## src/rtl/bpa_blk_size.sv

```systemverilog
`default_nettype none
module bpa_blk_size #(
  parameter int LEVELS = 13,
  parameter int EW     = 14
) (
  input  wire logic [EW-1:0]             pg,
  input  wire logic [EW-1:0]             end_pg,
  output logic      [$clog2(LEVELS)-1:0] k,
  output logic      [EW-1:0]             size
);

  localparam int LVW = $clog2(LEVELS);

  logic [EW-1:0] sz;

  // largest aligned block starting at pg that still fits below end_pg
  always_comb begin
    k    = '0;
    size = EW'(1);
    sz   = EW'(1);
    for (int i = 1; i < LEVELS; i++) begin
      sz = EW'(1) << i;
      if (((pg & (sz - EW'(1))) == '0) &&
          (({1'b0, pg} + {1'b0, sz}) <= {1'b0, end_pg})) begin
        k    = LVW'(i);
        size = sz;
      end
    end
  end

endmodule
`default_nettype wire

```

## config.mk

```make
export PLATFORM = sky130hd
export DESIGN_NAME = bpa_blk_size
export DESIGN_NICKNAME = d
export VERILOG_FILES = /design/src/rtl/bpa_blk_size.sv
export SDC_FILE = /design/constraint.sdc
export NUM_CORES = 1
export LEC_CHECK = 0
export BUFFER_PORTS_ARGS = -buffer_cell sky130_fd_sc_hd__buf_2
export CAP_MARGIN = 20
export CORE_UTILIZATION = 40
export DETAILED_ROUTE_END_ITERATION = 10
export PLACE_DENSITY = 0.71
export SYNTH_ARGS = -nofsm -noshare
export SYNTH_HDL_FRONTEND = slang
export SYNTH_SLANG_ARGS = --single-unit
```

## constraint.sdc

```tcl
create_clock -name vclk -period 3.45
set_input_delay 0.5175 -clock vclk [all_inputs]
set_output_delay 0.5175 -clock vclk [all_outputs]
set_load 0.005 [all_outputs]
```

==> impl_metrics.json <==
{
  "slowest_delay_ns": 0.56,
  "drt_wl_total_um": 17700,
  "p_per_area_nw_per_um2": 140,
  "finalPower_w": 0.000995,
  "track_usage": 0.304,
  "drtAntennaViolNets": 0,
  "avgSynthCellArea_um2": 7.51,
  "fp-row-count": 37,
  "crit_chain": "buf_12 > ha_4 > and3_4 > buf_6 > nand2_8 > nor2_4 > xor2_1 > ha_1 > nand4b_1 > or4_4 > a21oi_4 > a31oi_4 > nand2_2 > a21boi_2 > o21ai_2 > a41oi_2 > buf_2",
  "hold_class": "in2out",
  "path_delay_family": "simple AND/OR/NAND/NOR gates",
  "hpwl_um": 13900,
  "ys.warnings.count": 0,
  "chipHeight_um": 106,
  "min_path_cells": 7,
  "drt_iter0_drc": 395,
  "synthesis.area_um2": 4290,
  "place_congestion": 0.986,
  "drc_errors": 0,
  "yosysSeqAreaShare": 0,
  "clkbuf_count": 0,
  "core-area_um2": 10400,
  "holdPathEnd": "size[9]",
  "cp-end-kind": "primary output",
  "max_freq_mhz": 269,
  "synth_nets": 722,
  "power.leakage_nw": 3.26,
  "setup_viol": 15,
  "finalHoldViolCount": 0,
  "overflow": 0,
  "layout_worst_path_cycle_share": 1.08,
  "drive_above_1_share": 0.457,
  "dr.pass1.iters": 5,
  "die-area_um2": 11100,
  "slew_headroom": 0.607,
  "start_util": 0.414,
  "drv_cap": 0,
  "area_growth_pct": 65.4,
  "cp_data_required_time_ns": 2.93,
  "worstPathMaxFanout": 5,
  "report.final.slew_viol_count": 0,
  "n_antenna_cell": 0,
  "grt_first_pass_wirelength_um": 26800,
  "num_io_pins": 46,
  "cp.arrival_ns": 3.20,
  "worst-path-buf-inv": 3,
  "rsz0062_at_grt": "yes",
  "seq_area_um2": 0,
  "die_w_um": 106,
  "status": "complete, but fails checks",
  "post_drt_wl_per_cell_um": 19.2,
  "via_per_inst": 5.87,
  "ys_types": 68,
  "seq_cells": 0,
  "setup_ws_ns": -0.263,
  "cp-start-kind": "primary input",
  "hp-start": "pg[8]",
  "crit_path_top_delay_cell": "or4_4",
  "violations": "negative setup slack",
  "worst_pin_slew_ns": 0.586,
  "antenna_found_initial": 0,
  "crit_type": "in2out",
  "dr_total_vias": 5408,
  "finalCriticalPeriod_ns": 3.71,
  "nNetsFinal": 938,
  "grt_max_degree": 12,
  "numPortBuffers": 45,
  "grt_pass1_vias": 5373,
  "setup_tns_ns": -2.41,
  "ir_worst_vdd_uv": 71.3,
  "syn_inst": 571
}
==> power breakdown <==
| part | internal (W) | total, W | leakage (nW) | switching (W) |
|---|---|---|---|---|
| clock | 0 | 0 | 0 | 0 |
| combinational | 0.000497 | 0.000995 | 3.26 | 0.000498 |
| sequential | 0 | 0 | 0 | 0 |
| total | 0.000497 | 0.000995 | 3.26 | 0.000498 |
==> logic make-up after synthesis <==
kind of cell,after synthesis,synth area share
simple gates,200,0.248
fa+ha+maj,123,0.361
other cells,1,0.000874
mux,1,0.00233
compound gates,121,0.199
xor+xnor,66,0.135
buf+inv,59,0.0545
==> worst min-delay path: stages <==
cell,delay (ns)
buf_12,0.09
buf_4,0.13
nor2_1,0.05
o221ai_2,0.08
buf_4,0.14
nor2_2,0.04
buf_2,0.12
==> placed cells by master, fill, tap and decap left out, drive strengths merged, types with 11 or more instances in the layout <==
master	count
buf	235
ha	122
xnor2	52
nand2	45
nor2	39
inv	36
nand3	33
a21oi	31
o21ai	20
nand4	15
xor2	14
a211oi	12
a21o	11
==> final cells by class <==
type | instances | area (um2)
fillers | 809 | 3280
inverters | 38 | 165
multi-input cells | 512 | 4860
well taps | 136 | 170
repair buffers | 235 | 1900
==> metrics by stage <==
stage	instances	hold slack, ns	area, um2	setup slack (ns)	utilization
2_1_floorplan	571	1.28	4360	0.00313	-
3_3_place_gp	888	1.72	5850	-0.488	0.564
3_5_place_dp	888	1.74	5850	-0.525	0.564
4_1_cts	907	1.68	6570	-0.328	0.634
5_1_grt	921	1.71	7090	-0.357	0.684
6_report	921	1.68	7090	-0.263	0.684
==> how the worst max path moves through the flow <==
stage          startpoint      end  slack, ns  cells after the start
2_1_floorplan       pg[1]     k[0]      0.003                     11
3_3_place_gp        pg[9]     k[0]      -0.49                     17
3_5_place_dp        pg[9]     k[0]      -0.52                     17
4_1_cts            pg[11]     k[0]      -0.33                     17
5_1_grt             pg[7]  size[2]      -0.36                     19
6_report           pg[10]     k[0]      -0.26                     17
==> routing by layer <==
metal,vias to the layer above,wire length (um),global-route usage
met3,75,1030,0.0229
met5,-,0,0
met1,2555,7090,0.366
li1,2538,-,-
met2,240,8620,0.538
met4,0,973,0.157
==> synthesized netlist by cell type, types with 3 or more instances <==
cell | count | area [um2]
xnor2_1 | 52 | 455
a211oi_1 | 12 | 90.1
or3_1 | 5 | 31.3
clkbuf_1 | 16 | 60.1
or4_1 | 4 | 30.0
nor3_1 | 10 | 50.1
nand2b_1 | 4 | 25.0
nand3_1 | 32 | 160
o21bai_1 | 3 | 22.5
o211ai_1 | 6 | 45.0
ha_1 | 122 | 1530
inv_1 | 36 | 135
o21ai_0 | 18 | 90.1
nand2_1 | 44 | 165
o31a_1 | 4 | 35.0
and4_1 | 4 | 35.0
nor4_1 | 4 | 25.0
nor2_1 | 39 | 146
o21a_1 | 4 | 30.0
a21boi_0 | 3 | 22.5
nand4_1 | 15 | 93.8
nor3b_1 | 3 | 22.5
a2111oi_0 | 5 | 43.8
nor2b_1 | 8 | 50.1
and3_1 | 7 | 43.8
and2_1 | 5 | 31.3
a21o_1 | 11 | 82.6
a21oi_1 | 31 | 155
xor2_1 | 14 | 123
==> what timing repair did <==
action,in CTS,in global routing
gates resized for setup,131,75
setup endpoints to repair,17,17
hold buffers,0,0
pin swaps,42,45
gates cloned,0,0
endpoints found under the hold margin,0,0
buffers inserted,19,14
No activity file was read; power rests on OpenSTA's default activity.
